## src/y2a_pkg.sv

```systemverilog
// Shared types and constants for the YCbCr to ABGR converter.
// No dependencies; used by every module under src.
package y2a_pkg;

    localparam int LANES = 4;

    // configuration register indexes
    localparam logic [1:0] REG_FRAME_WIDTH  = 2'd0;
    localparam logic [1:0] REG_FRAME_HEIGHT = 2'd1;
    localparam logic [1:0] REG_BUFFER_WIDTH = 2'd2;
    localparam logic [1:0] REG_IMAGE_BASE   = 2'd3;

    localparam logic [7:0] ALPHA_OPAQUE = 8'hFF;
    localparam logic [7:0] BYTE_MAX     = 8'hFF;

    typedef struct packed {
        logic [7:0] luma0;
        logic [7:0] luma1;
        logic [7:0] luma2;
        logic [7:0] luma3;
        logic [7:0] chroma_blue;
        logic [7:0] chroma_red;
    } in_t;

    typedef struct packed {
        logic [31:0] pixel0;
        logic [31:0] pixel1;
        logic [31:0] pixel2;
        logic [31:0] pixel3;
        logic [31:0] pixel_address;
        logic        frame_done;
    } out_t;

    typedef struct packed {
        logic [11:0] frame_width;
        logic [11:0] frame_height;
        logic [11:0] buffer_width;
        logic [31:0] image_base;
    } cfg_t;

endpackage

```

## src/y2a_lane.sv

```systemverilog
// One conversion lane: a luma sample plus shared chroma to one ABGR word.
// Depends on y2a_pkg.
module y2a_lane
    import y2a_pkg::*;
(
    input  logic [7:0]        luma,
    input  logic signed [7:0] cb,
    input  logic signed [7:0] cr,
    output logic [31:0]       abgr
);

    logic signed [10:0] y_w;
    logic signed [10:0] cb_w;
    logic signed [10:0] cr_w;
    logic signed [10:0] r_sum;
    logic signed [10:0] g_sum;
    logic signed [10:0] b_sum;
    logic [7:0]         r_byte;
    logic [7:0]         g_byte;
    logic [7:0]         b_byte;

    function automatic logic [7:0] clamp_byte(input logic signed [10:0] v);
        logic [7:0] res;
        if (v < 0)
            res = 8'd0;
        else if (v > 11'sd255)
            res = BYTE_MAX;
        else
            res = v[7:0];
        return res;
    endfunction

    always_comb
    begin
        y_w  = signed'({3'b000, luma});
        cb_w = 11'(cb);
        cr_w = 11'(cr);
        // arithmetic shifts floor toward minus infinity
        r_sum = y_w + cr_w + (cr_w >>> 2) + (cr_w >>> 3) + (cr_w >>> 5);
        g_sum = y_w - ((cb_w >>> 2) + (cb_w >>> 4) + (cb_w >>> 5))
                    - ((cr_w >>> 1) + (cr_w >>> 3) + (cr_w >>> 4) + (cr_w >>> 5));
        b_sum = y_w + cb_w + (cb_w >>> 1) + (cb_w >>> 2) + (cb_w >>> 6);
        r_byte = clamp_byte(r_sum);
        g_byte = clamp_byte(g_sum);
        b_byte = clamp_byte(b_sum);
        abgr = {ALPHA_OPAQUE, b_byte, g_byte, r_byte};
    end

endmodule

```

## src/y2a_addr.sv

```systemverilog
// Raster walker: column/row counters and word offset, gives each group's address.
// Depends on y2a_pkg.
module y2a_addr
    import y2a_pkg::*;
(
    input  logic        clk,
    input  logic        rst_n,
    input  cfg_t        cfg,
    input  logic        advance,
    output logic [31:0] pixel_address,
    output logic        frame_done
);

    logic [11:0] column_reg, column_next;
    logic [11:0] row_reg, row_next;
    logic [24:0] offset_reg, offset_next;

    logic [12:0] col_step;
    logic [12:0] row_step;
    logic [24:0] offset_step;
    logic [11:0] pitch_gap;

    always_comb
    begin
        pixel_address = cfg.image_base + {5'b0, offset_reg, 2'b00};
        col_step      = {1'b0, column_reg} + 13'd4;
        row_step      = {1'b0, row_reg} + 13'd1;
        offset_step   = offset_reg + 25'd4;
        pitch_gap     = (cfg.buffer_width > cfg.frame_width) ?
                        (cfg.buffer_width - cfg.frame_width) : 12'd0;
        frame_done    = 1'b0;
        column_next   = col_step[11:0];
        row_next      = row_reg;
        offset_next   = offset_step;
        if (col_step >= {1'b0, cfg.frame_width})
        begin
            column_next = 12'd0;
            offset_next = offset_step + {13'd0, pitch_gap};
            row_next    = row_step[11:0];
            if (row_step >= {1'b0, cfg.frame_height})
            begin
                frame_done  = 1'b1;
                row_next    = 12'd0;
                offset_next = 25'd0;
            end
        end
    end

    always_ff @(posedge clk or negedge rst_n)
    begin
        if (!rst_n)
        begin
            column_reg <= 12'd0;
            row_reg    <= 12'd0;
            offset_reg <= 25'd0;
        end
        else if (advance)
        begin
            column_reg <= column_next;
            row_reg    <= row_next;
            offset_reg <= offset_next;
        end
    end

endmodule

```

## src/ycbcr_to_abgr_csc_core.sv

```systemverilog
// Top level of the YCbCr to ABGR converter: config registers, four lanes,
// raster address walker and the output register. Depends on y2a_pkg,
// y2a_lane and y2a_addr.
//
// Usage:
//   in_valid/in_ready/in_data carry one group: four luma samples of a row and
//   the Cb/Cr pair they share. out_valid/out_ready/out_data carry four ABGR
//   words, the byte address of the first word and a last-group-of-frame flag.
//   Write frame_width, frame_height, buffer_width and image_base through
//   cfg_write/cfg_index/cfg_data while no transaction is in flight.
// Timing:
//   Four lanes convert the pixels in parallel within the accept cycle; the
//   merged result lands in one output register; out_valid rises in the cycle
//   after the accept. While out_ready holds, one group per cycle is sustained.
//   in_ready is high while the output register is empty or being drained in
//   the same cycle, so a stalled receiver holds the result and back-pressures
//   the input after one buffered group.
// Reset:
//   rst_n clears the registers and raster counters to zero and empties the
//   output register.
module ycbcr_to_abgr_csc_core
    import y2a_pkg::*;
(
    input  logic        clk,
    input  logic        rst_n,
    input  logic        cfg_write,
    input  logic [1:0]  cfg_index,
    input  logic [31:0] cfg_data,
    input  logic        in_valid,
    output logic        in_ready,
    input  in_t         in_data,
    output logic        out_valid,
    input  logic        out_ready,
    output out_t        out_data
);

    cfg_t              cfg_reg;
    logic              out_valid_reg;
    out_t              out_data_reg;
    logic              accept;
    logic [7:0]        luma_lane [LANES];
    logic [31:0]       word_lane [LANES];
    logic signed [7:0] cb;
    logic signed [7:0] cr;
    logic [31:0]       pixel_address;
    logic              frame_done;

    always_ff @(posedge clk or negedge rst_n)
    begin
        if (!rst_n)
        begin
            cfg_reg <= '0;
        end
        else if (cfg_write)
        begin
            case (cfg_index)
                REG_FRAME_WIDTH:  cfg_reg.frame_width  <= cfg_data[11:0];
                REG_FRAME_HEIGHT: cfg_reg.frame_height <= cfg_data[11:0];
                REG_BUFFER_WIDTH: cfg_reg.buffer_width <= cfg_data[11:0];
                REG_IMAGE_BASE:   cfg_reg.image_base   <= cfg_data;
                default:          cfg_reg <= cfg_reg;
            endcase
        end
    end

    assign in_ready = !out_valid_reg || out_ready;
    assign accept   = in_valid && in_ready;

    // x - 128 for a byte is the byte with its top bit flipped, read as signed
    assign cb = signed'({~in_data.chroma_blue[7], in_data.chroma_blue[6:0]});
    assign cr = signed'({~in_data.chroma_red[7], in_data.chroma_red[6:0]});

    assign luma_lane[0] = in_data.luma0;
    assign luma_lane[1] = in_data.luma1;
    assign luma_lane[2] = in_data.luma2;
    assign luma_lane[3] = in_data.luma3;

    for (genvar i = 0; i < LANES; i++)
    begin : g_lane
        y2a_lane u_lane (
            .luma (luma_lane[i]),
            .cb   (cb),
            .cr   (cr),
            .abgr (word_lane[i])
        );
    end

    y2a_addr u_addr (
        .clk           (clk),
        .rst_n         (rst_n),
        .cfg           (cfg_reg),
        .advance       (accept),
        .pixel_address (pixel_address),
        .frame_done    (frame_done)
    );

    always_ff @(posedge clk or negedge rst_n)
    begin
        if (!rst_n)
        begin
            out_valid_reg <= 1'b0;
        end
        else if (in_ready)
        begin
            out_valid_reg <= in_valid;
        end
    end

    always_ff @(posedge clk)
    begin
        if (accept)
        begin
            out_data_reg.pixel0        <= word_lane[0];
            out_data_reg.pixel1        <= word_lane[1];
            out_data_reg.pixel2        <= word_lane[2];
            out_data_reg.pixel3        <= word_lane[3];
            out_data_reg.pixel_address <= pixel_address;
            out_data_reg.frame_done    <= frame_done;
        end
    end

    assign out_valid = out_valid_reg;
    assign out_data  = out_data_reg;

endmodule

```

## config.mk

```make
export PLATFORM = sky130hd
export DESIGN_NAME = ycbcr_to_abgr_csc_core
export DESIGN_NICKNAME = d
export VERILOG_FILES = /design/src/y2a_pkg.sv /design/src/y2a_lane.sv /design/src/y2a_addr.sv /design/src/ycbcr_to_abgr_csc_core.sv
export SDC_FILE = /design/constraint.sdc
export NUM_CORES = 1
export LEC_CHECK = 0
export BUFFER_PORTS_ARGS = -buffer_cell sky130_fd_sc_hd__buf_4
export CAP_MARGIN = 15
export CORE_MARGIN = 2
export CORE_UTILIZATION = 60
export CTS_CLUSTER_DIAMETER = 50
export CTS_CLUSTER_SIZE = 8
export DETAILED_ROUTE_END_ITERATION = 10
export GPL_TIMING_DRIVEN = 0
export PLACE_DENSITY = 0.81
export SLEW_MARGIN = 30
export SYNTH_ARGS = -nofsm -noshare
export SYNTH_HDL_FRONTEND = slang
export SYNTH_SLANG_ARGS = --single-unit
```

## constraint.sdc

```tcl
create_clock -name clk -period 6.9 [get_ports clk]
set_input_delay 1.035 -clock clk [delete_from_list [all_inputs] [get_ports clk]]
set_output_delay 1.035 -clock clk [all_outputs]
set_load 0.02 [all_outputs]
```

Word level (Yosys, flattened, before mapping). Cells that the tools add are included.

Flip-flop bits (word level): 247. Bits in latches: 0. RAM bits: 0. ROM bits: 0. Bits of input ports: 87. Logic and storage cells: 132. Memories: 0.

Add/subtract/negate cells: 51. $mul: 0. Divide/modulo/power cells: 0. Order comparisons: 27. Eq/ne operators: 3. Shift operators: 0. Muxes and demuxes: 18. Bitwise gates (word level): 2. Reductions and logical operators: 9.

Operators by type and width (count): greater-than comparator 11 x 9 -> 1 bit (second input constant) (12); < comparator 11 x 1 -> 1 bit (second input constant) (12); 2-to-1 mux 8 bit (12); adder 9 x 8 -> 10 bit (8); adder 11 x 3 -> 11 bit (5); 2-to-1 mux 25 bit (2); adder 10 x 6 -> 11 bit (4); adder 10 x 7 -> 11 bit (4); adder 11 x 2 -> 11 bit (4); adder 11 x 5 -> 11 bit (4); adder 11 x 6 -> 11 bit (4); subtractor 11 bit (4); subtractor 9 x 11 -> 11 bit (4); 2-to-1 mux 12 bit (3); adder 32 x 27 -> 32 bit (1); greater-or-equal comparator 13 x 12 -> 1 bit (2); adder 25 x 12 -> 25 bit (1); adder 25 x 3 -> 25 bit (second input constant) (1); adder 12 x 1 -> 13 bit (second input constant) (1); adder 12 x 3 -> 13 bit (second input constant) (1); greater-than comparator 12 bit (1); subtractor 12 bit (1); AND reduction 2 bit (5); adder 8 x 4 -> 9 bit (1); 11 further kinds (13).

Longest topological paths before layout. Gate-level depths: netlist of the first run.

Depth in word-level cells: 7. Depth in mapped cells: 25. Mapped depth without buffers: 23.

Modules after synthesis. From an unflattened synthesis of the first run, not the netlist that was laid out.

Cell total of the unflattened synthesis: 2543. Area total of the unflattened synthesis: 27107.2 um^2.

Modules (own cells, without submodules): ycbcr_to_abgr_csc_core (instances 1, cells an instance 313, area each 7663.6 um^2, sequential area each 6561.3 um^2); y2a_addr (instances 1, cells an instance 755, area each 5868.1 um^2, sequential area each 1176.1 um^2); y2a_lane at g_lane[2].u_lane (instances 1, cells an instance 381, area each 3444.6 um^2, sequential area each 0.0 um^2); y2a_lane at g_lane[0].u_lane (instances 1, cells an instance 370, area each 3403.3 um^2, sequential area each 0.0 um^2); y2a_lane at g_lane[3].u_lane (instances 1, cells an instance 364, area each 3377.0 um^2, sequential area each 0.0 um^2); y2a_lane at g_lane[1].u_lane (instances 1, cells an instance 360, area each 3350.7 um^2, sequential area each 0.0 um^2).

Worst setup path before layout of the first run. OpenSTA, ideal clock, no wires.

Kind: input -> register. Start: input port in_data[7] in the netlist's numbering. End: register out_data_reg, in the netlist out_data[73], data pin. Library setup time: 157 ps. Arrival: 7024 ps. Setup slack: -281 ps. Stages: 22. Path buffers: 1. Cells stage by stage: buf_2 > clkinv_1 > fa_1 > ha_1 > a21oi_1 > nor2b_1 > o21ai_0 > xnor2_1 > ha_1 > o21a_1 > o31a_1 > a21oi_1 > fa_1 > inv_1 > ha_1 > or2_2 > a21oi_1 > a31oi_1 > nand2b_1 > a211oi_1 > nor2_1 > nor3_1.

Word-level cells in the longest chain between the ends: 7. Elaborated cells between the ends (all ways): 8. Classes of those cells: add/sub (4); order compare (2); mux (1); bitwise (1).

Ends and longest elaborated chain: from (decl) (RTL line ycbcr_to_abgr_csc_core.sv:31) `input in_t in_data,`; NOT 1 bit * (RTL line ycbcr_to_abgr_csc_core.sv:71) `assign cr = signed'({~in_data.chroma_red[7], in_data.chroma_red[6:0]});`; adder 7 x 5 -> 8 bit (RTL line y2a_lane.sv:41) `- ((cr_w >>> 1) + (cr_w >>> 3) + (cr_w >>> 4) + (cr_w >>> 5));`; adder 8 x 4 -> 9 bit (RTL line y2a_lane.sv:41); adder 11 x 3 -> 11 bit * (RTL line y2a_lane.sv:41); subtractor 11 bit * (RTL line y2a_lane.sv:41); greater-than comparator 11 x 9 -> 1 bit (RTL line y2a_lane.sv:26) `else if (v > 11'sd255)`; 2-to-1 mux 8 bit (RTL line y2a_lane.sv:26); to (decl) (RTL line ycbcr_to_abgr_csc_core.sv:39) `out_t out_data_reg;`.

Mark *: on every way between the ends. The rest lies on a longest branch, timed or not. A chain may end at the register's enable or synchronous reset.

Worst setup path in the final report of the first run.
Start: input port in_data[4] in the netlist's numbering. End: register out_data_reg, in the netlist out_data[76], data pin.

Word-level cells in the longest chain between the ends: 6. Elaborated cells between the ends (all ways): 7. Classes of those cells: add/sub (4); order compare (2); mux (1).

Ends and longest elaborated chain (RTL line): adder 7 x 5 -> 8 bit (y2a_lane.sv:41); adder 8 x 4 -> 9 bit * (y2a_lane.sv:41); adder 11 x 3 -> 11 bit * (y2a_lane.sv:41); subtractor 11 bit * (y2a_lane.sv:41); greater-than comparator 11 x 9 -> 1 bit (y2a_lane.sv:26); 2-to-1 mux 8 bit (y2a_lane.sv:26).

Marked as above.

==> results of run 1 <==
logic make-up after synthesis:
| family | after synthesis | share of synthesized area, % |
|---|---|---|
| simple gates | 507 | 11.1 |
| compound gates | 578 | 17.2 |
| buf+inv | 308 | 5.74 |
| fa+ha+maj | 414 | 27.1 |
| other cells | 1 | 0.0166 |
| flops | 245 | 30.0 |
| mux | 59 | 2.93 |
| xor+xnor | 151 | 5.86 |
per-stage QoR:
| step | instance area [sq um] | power (uW) | TNS, ns | worst slack, ns |
|---|---|---|---|---|
| floorplan | 22700 | 6880 | 0 | 0.333 |
| global placement | 24900 | 8230 | -93.35 | -1.02 |
| detailed placement | 25000 | 8420 | -11.49 | -0.700 |
| CTS | 26200 | 10400 | 0 | 0.168 |
| global route | 26200 | 11300 | 0 | 0.0109 |
| finish | 26200 | 10400 | 0 | 0.281 |
power breakdown:
group	switching (uW)	total, uW	internal, uW
combinational	3610	6300	2690
clock	733	1840	1110
sequential	219	2250	2030
total	4560	10400	5830
cells in the final DEF (no fill, tap or decap), types with 99 or more instances in the layout:
master	instances
sky130_fd_sc_hd__nor2_1	100
sky130_fd_sc_hd__a21oi_1	130
sky130_fd_sc_hd__fa_1	124
sky130_fd_sc_hd__edfxtp_1	129
sky130_fd_sc_hd__ha_1	290
sky130_fd_sc_hd__nand2_1	133
sky130_fd_sc_hd__dfrtp_1	116
sky130_fd_sc_hd__xnor2_1	99
sky130_fd_sc_hd__buf_4	247
sky130_fd_sc_hd__o21ai_0	104
sky130_fd_sc_hd__inv_1	234
worst paths after layout:
kind | endpoint | cells past startpoint | slack [ns]
hold / removal | cfg_reg[46] | 1 | 0.35
setup reg to reg | u_addr.offset_reg[16] | 23 | 0.92
setup / recovery | out_data[76] | 23 | 0.28
max in group asynchronous | u_addr.offset_reg[23] | 2 | 5.87
hold reg to reg | out_data[2] | 0 | 0.44
min in group clk | out_data[2] | 0 | 0.44
per-layer routing:
metal,global-route usage [%],vias to the layer above
met3,6.56,183
met2,52.3,726
met4,16.2,0
li1,-,8614
met1,36.9,8780
met5,0,-
timing repair:
item / 4_1_cts / 5_1_grt
endpoints found under the setup margin: 8 / 26
gates resized for setup: 2 / 4
hold buffers: 0 / 0
pin swaps: 0 / 0
layout make-up:
| type | count | area, sq um | area share [%] |
|---|---|---|---|
| Multi-Input combinational cell | 1741 | 14600 | 55.7 |
| Sequential cell | 245 | 6780 | 25.8 |
| Timing Repair Buffer | 220 | 1720 | 6.58 |
| Clock buffer | 61 | 1100 | 4.19 |
| Inverter | 238 | 898 | 3.43 |
| Tap cell | 474 | 593 | 2.26 |
| Buffer | 69 | 403 | 1.54 |
| Clock inverter | 9 | 109 | 0.415 |
critical path, delay by kind of cell:
family	cells	cell delay, ns
fa+ha+maj	6	2.46
compound gates	8	2.12
simple gates	4	0.78
buf+inv	4	0.44
xor+xnor	1	0.16
==> summary.md, run 1 <==
| Metric | Value |
|---|---|
| Status | complete, no violations |
| Topmost layer with routed signal wires | met4 |
| Yosys warning count | 0 |
| Initial DRC Count | 1172 |
| Antenna-violating nets left | 0 |
| Endpoints failing hold | 0 |
| Longest individual stage delay on the worst path | 0.77 ns |
| Clock transition at path regs | 0.05 ns |
| Max-slew violation total from the final report | 0 |
| FFs w/ async S/R, synth | 47.3% |
| Routed wire length on met2 | 28500 um |
| Clock Skew | 0.0214 ns |
| Number of top-level pins | 250 |
| Post-Synthesis Cells | 2263 |
| Die boundary width | 198 um |
| Number of flip-flops under the largest register name | 129 |
| Max Buffers Root-to-Sink | 3 |
| Drc violations | 0 |
| Cells traversed along the worst timing path | buf_4 -> inv_1 -> fa_1 -> inv_1 -> ha_1 -> fa_1 -> a21o_1 -> a21oi_1 -> xnor2_1 -> ha_1 -> o21a_1 -> o31a_1 -> a21oi_2 -> fa_1 -> inv_1 -> ha_1 -> or2_2 -> a21oi_1 -> a31oi_1 -> nand2b_1 -> a211oi_2 -> nor2_1 -> nor3_1 |
| Initial antenna violation count | 0 |
| Library cells used by synthesis | 86 |
| Insertion delay to the later sink of the worst-skew pair | 0.58 ns |
| Vias after detailed routing | 18300 |
| Slew at the pin closest to its max-slew limit | 0.878 ns |
| Root Driver | sky130_fd_sc_hd__clkbuf_16 |
| Commonest register cell after synthesis | sky130_fd_sc_hd__edfxtp_1 |
| Inserted Diodes | 0 |
| Wirelength, routed | 59300 um |
| Detail Placement HPWL | 45900 um |
| Crit. Startpoint | in_data[4] |
| Final worst path period share | 95.9% |
| DIE AREA | 0.0392 sq mm |
| Share of cells above drive strength 1 | 16.2% |
| Fillers | 2728 |
| Power density normalized to cell area | 396 mW/mm^2 |
| Max frequency | 0.151 GHz |
| Maximum number of pins on one net before global-route repair | 70 |
| Worst hold-check path type | input port to asynchronous set/reset pin |
| Headroom to the max-slew limit | 41.1% |
| Max-capacitance violation count | 0 |
| Required time worst endpoint | 7.29 ns |
| Max stage delay cell, worst path | sky130_fd_sc_hd__fa_1 |
| Sequential area share after synthesis | 30.0% |
| Synth area leaders | sky130_fd_sc_hd__edfxtp_1, sky130_fd_sc_hd__ha_1, sky130_fd_sc_hd__dfrtp_1 |
| Unrepaired setup endpoints after global routing | no |
| Most frequently used cell type in the post-synthesis netlist | sky130_fd_sc_hd__ha_1 |
| Die H | 198 um |
| TritonCTS clock tree | built |
| Worst-case vdd ir drop | 0.297 mV |
| R2r startpoint | cfg_reg[32] |
| Synthesis-stage register bit count | 245 |
| Setup crit end kind | flip-flop |
| Util after Layout | 70.3% |
| Wire length of the first global-routing pass | 94400 um |
| Min cycle time layout | 6.62 ns |
| Detail Route met3 WL | 4510 um |
| Iteration count of the initial detailed-routing pass | 5 |
| Site Rows | 71 |
| P&R area growth vs syn | 16.2% |
| Congestion Overflow GR | 0 |
| Number of global-route vias before repair | 18800 |
| Post-synthesis cell type with the largest combined area | sky130_fd_sc_hd__edfxtp_1 |
| Setup-failing EPs final | 0 |
| Number of sinks driven by the clock tree | 245 |
| Final net count | 3056 |
| Maximum fanout encountered on the critical timing path | 8 |
| Initial Util | 60.5% |
| Mapped Avg Cell Area | 9.97 sq um |
| H-tree depth reported by CTS | 2 |
| Sort of element at the start of the critical path | input port |
| Count of flip-flops with a built-in enable after synthesis | 129 |
| Leakage | 0.0122 uW |
| Final Non-Filler Cells | 3057 |
| Tot GR Track Use | 30.8% |
| Area of the core region | 0.0373 sq mm |
| Final GP Congestion | 0.963 |
| Type of the setup path with the least slack | input port to flip-flop |
| IO buf count | 216 |
| Commonest cells post-synth | sky130_fd_sc_hd__ha_1, sky130_fd_sc_hd__inv_1, sky130_fd_sc_hd__nand2_1 |
| Total routed wire length on the met1 layer | 23100 um |
| Average routed wire per standard cell | 19.4 um |
| Cell Count Post-Placement | 2988 |
| Top-area cell type share of the netlist area | 17.2% |
| Worst hold-check slack | 0.349 ns |
| Synthesized cell area | 0.0226 sq mm |
| Data arrival, critical path | 7.01 ns |
| Via density per instance | 5.99 |
| CTS buffer count | 40 |
| Number of post-CTS setup repair buffers | 0 |
Power figures use the tool's default switching activity.
==> run 2, diff against run 1 <==
- REMOVE_ABC_BUFFERS: default -> 1
==> run 2 against run 1 <==
  * Sequential share of layout area up 0.32 points
  * Largest power group unchanged
  * Global-route usage fell by 0.81 points
  * Fmax rose by 1.0%
==> summary.md, run 2 (same netlist as run 1, synthesis figures left out) <==
| Metric | Value |
|---|---|
| Setup total negative slack | 0 ns (unchanged) |
| Worst-case vdd ir drop | 0.318 mV (+6.9%) |
| Leading cell types in the layout, fill and taps excluded | sky130_fd_sc_hd__ha_1, sky130_fd_sc_hd__inv_1, sky130_fd_sc_hd__buf_4 |
| Insertion delay to the later sink of the worst-skew pair | 0.56 ns (-0.02 ns) |
| Minimum setup slack after placement | -0.807 ns (-0.107 ns) |
| Footprint of the multi-input gates | 0.0147 sq mm (+0.32%) |
| Crit. Startpoint | in_data[4] |
| Via density per instance | 6.04 (+0.86%) |
| Fillers | 2854 (+4.6%) |
| Antenna-violating nets left | 0 (unchanged) |
| Final worst path period share | 95.0% (-0.98 points) |
| Iteration count of the initial detailed-routing pass | 6 (+1) |
| Wire length of the first global-routing pass | 92600 um (-1.9%) |
| Max-slew violation total from the final report | 0 (unchanged) |
| TritonCTS clock tree | built |
| Worst hold-check path type | input port to asynchronous set/reset pin |
| Clock transition at path regs | 0.05 ns (about the same) |
| Detail Placement HPWL | 44400 um (-3.3%) |
| Clock Skew | 0.0161 ns (-0.00534 ns) |
| Headroom to the max-slew limit | 39.1% (-2.0 points) |
| Setup-failing EPs final | 0 (unchanged) |
| Inserted Diodes | 0 (unchanged) |
| Setup crit end kind | flip-flop |
| H-tree depth reported by CTS | 2 (unchanged) |
| Number of top-level pins | 250 (unchanged) |
| Slew at the pin closest to its max-slew limit | 0.914 ns (+0.0364 ns) |
| Maximum number of pins on one net before global-route repair | 81 (+16%) |
| Max frequency | 0.153 GHz (+1.0%) |
| Initial DRC Count | 1045 (-11%) |
| Site Rows | 71 (unchanged) |
| IO buf count | 217 (+0.46%) |
| Final net count | 2988 (-2.2%) |
| Number of global-route vias before repair | 18500 (-1.5%) |
| CTS buffer count | 39 (-2.5%) |
| Tot GR Track Use | 30.0% (-0.81 points) |
| Final GP Congestion | 0.937 (-2.8%) |
| Min cycle time layout | 6.55 ns (-0.0677 ns) |
| R2r startpoint | cfg_reg[32] |
| Congestion Overflow GR | 0 (unchanged) |
| DIE AREA | 0.0392 sq mm (unchanged) |
| Die boundary width | 198 um (unchanged) |
| Data arrival, critical path | 6.93 ns (-0.08 ns) |
| Required time worst endpoint | 7.28 ns (about the same) |
| Max-capacitance violation count | 0 (unchanged) |
| Setup WS post-layout | 0.348 ns (+0.0677 ns) |
| Cell Count Post-Placement | 2920 (-2.3%) |
| Number of flip-flops under the largest register name | 129 (unchanged) |
| Worst hold-check slack | 0.342 ns (-0.00730 ns) |
| Area of the core region | 0.0373 sq mm (unchanged) |
| Number of sinks driven by the clock tree | 245 (unchanged) |
| Endpoints failing hold | 0 (unchanged) |
| Status | complete, no violations |
| Most frequent standard cell in the layout excluding fill and tap cells | sky130_fd_sc_hd__ha_1 |
| Share of cells above drive strength 1 | 15.0% (-1.2 points) |
| Vias after detailed routing | 18000 (-1.4%) |
| Power density normalized to cell area | 401 mW/mm^2 (+1.1%) |
| Unrepaired setup endpoints after global routing | no |
| Initial Util | 60.5% (unchanged) |
| P&R area growth vs syn | 14.8% |
| Util after Layout | 69.4% (-0.87 points) |
| Initial antenna violation count | 0 (unchanged) |
| Average routed wire per standard cell | 19.3 um (-0.33%) |
| Sort of element at the start of the critical path | input port |
| Final Non-Filler Cells | 2988 (-2.3%) |
| Die H | 198 um (unchanged) |
| Max Buffers Root-to-Sink | 3 (unchanged) |
| Type of the setup path with the least slack | input port to flip-flop |
| Root Driver | sky130_fd_sc_hd__clkbuf_16 |
| Leakage | 0.0120 uW (-1.7%) |
| Drc violations | 0 (unchanged) |
| Wirelength, routed | 57800 um (-2.6%) |
| Maximum fanout encountered on the critical timing path | 8 (unchanged) |
| Sequential cell area | 0.00678 sq mm (unchanged) |
-- run 2: final timing paths --
| path | cells after the start | slack, ns | endpoint |
|---|---|---|---|
| hold / removal | 1 | 0.34 | cfg_reg[54] |
| min in group clk | 0 | 0.44 | out_data[1] |
| setup reg to reg | 22 | 1.28 | u_addr.offset_reg[18] |
| hold reg to reg | 0 | 0.44 | out_data[1] |
| setup / recovery | 23 | 0.35 | out_data[77] |
| max in group asynchronous | 2 | 5.85 | u_addr.offset_reg[17] |
-- run 2: what timing repair did --
action / 4_1_cts / 5_1_grt
setup buffers: 0 / 0
resized for setup: 1 / 6
hold buffers: 0 / 0
pin swaps: 0 / 0
endpoints found under the setup margin: 8 / 30
-- run 2: cell type report --
| cell class | instances | share of cell area [%] |
|---|---|---|
| Clock buffer | 62 | 4.34 |
| Clock inverter | 6 | 0.358 |
| Multi-Input combinational cell | 1741 | 56.6 |
| Timing Repair Buffer | 222 | 6.74 |
| Tap cell | 474 | 2.29 |
| Inverter | 238 | 3.48 |
| Sequential cell | 245 | 26.2 |
-- run 2: routing by layer --
metal | vias up | track usage [%] | part of all wire [%]
li1 | 8475 | - | -
met1 | 8747 | 35.1 | 39
met2 | 652 | 53.0 | 49
met3 | 170 | 5.45 | 6.9
met4 | 0 | 14.9 | 4.9
met5 | - | 0 | 0
-- run 2: through the flow --
step | power, uW | area (sq um)
after floorplan | 6850 | 22300
after global placement | 8160 | 24500
after detailed placement | 8380 | 24600
after CTS | 10300 | 25900
after global routing | 11200 | 25900
final | 10400 | 25900
-- run 2: worst max-delay path, cell delays in order --
cell and delay [ns]:
sky130_fd_sc_hd__buf_4 0.19, sky130_fd_sc_hd__inv_1 0.09, sky130_fd_sc_hd__fa_2 0.69, sky130_fd_sc_hd__inv_1 0.08, sky130_fd_sc_hd__ha_1 0.23, sky130_fd_sc_hd__fa_1 0.42
sky130_fd_sc_hd__a21o_1 0.19, sky130_fd_sc_hd__a21oi_1 0.23, sky130_fd_sc_hd__xnor2_1 0.16, sky130_fd_sc_hd__ha_1 0.30, sky130_fd_sc_hd__o21a_1 0.20, sky130_fd_sc_hd__o31a_1 0.17
sky130_fd_sc_hd__a21oi_2 0.33, sky130_fd_sc_hd__fa_1 0.48, sky130_fd_sc_hd__inv_1 0.07, sky130_fd_sc_hd__ha_1 0.25, sky130_fd_sc_hd__or2_2 0.30, sky130_fd_sc_hd__a21oi_1 0.39
sky130_fd_sc_hd__a31oi_1 0.14, sky130_fd_sc_hd__nand2b_1 0.22, sky130_fd_sc_hd__a211oi_4 0.43, sky130_fd_sc_hd__nor2_1 0.11, sky130_fd_sc_hd__nor3_1 0.19
-- run 2: power breakdown --
group / internal [uW] / switching, uW / leakage [uW]
Combinational: 2670 / 3600 / 0.00878
Sequential: 2030 / 227 / 0.00266
Clock: 1150 / 705 / 0.000588
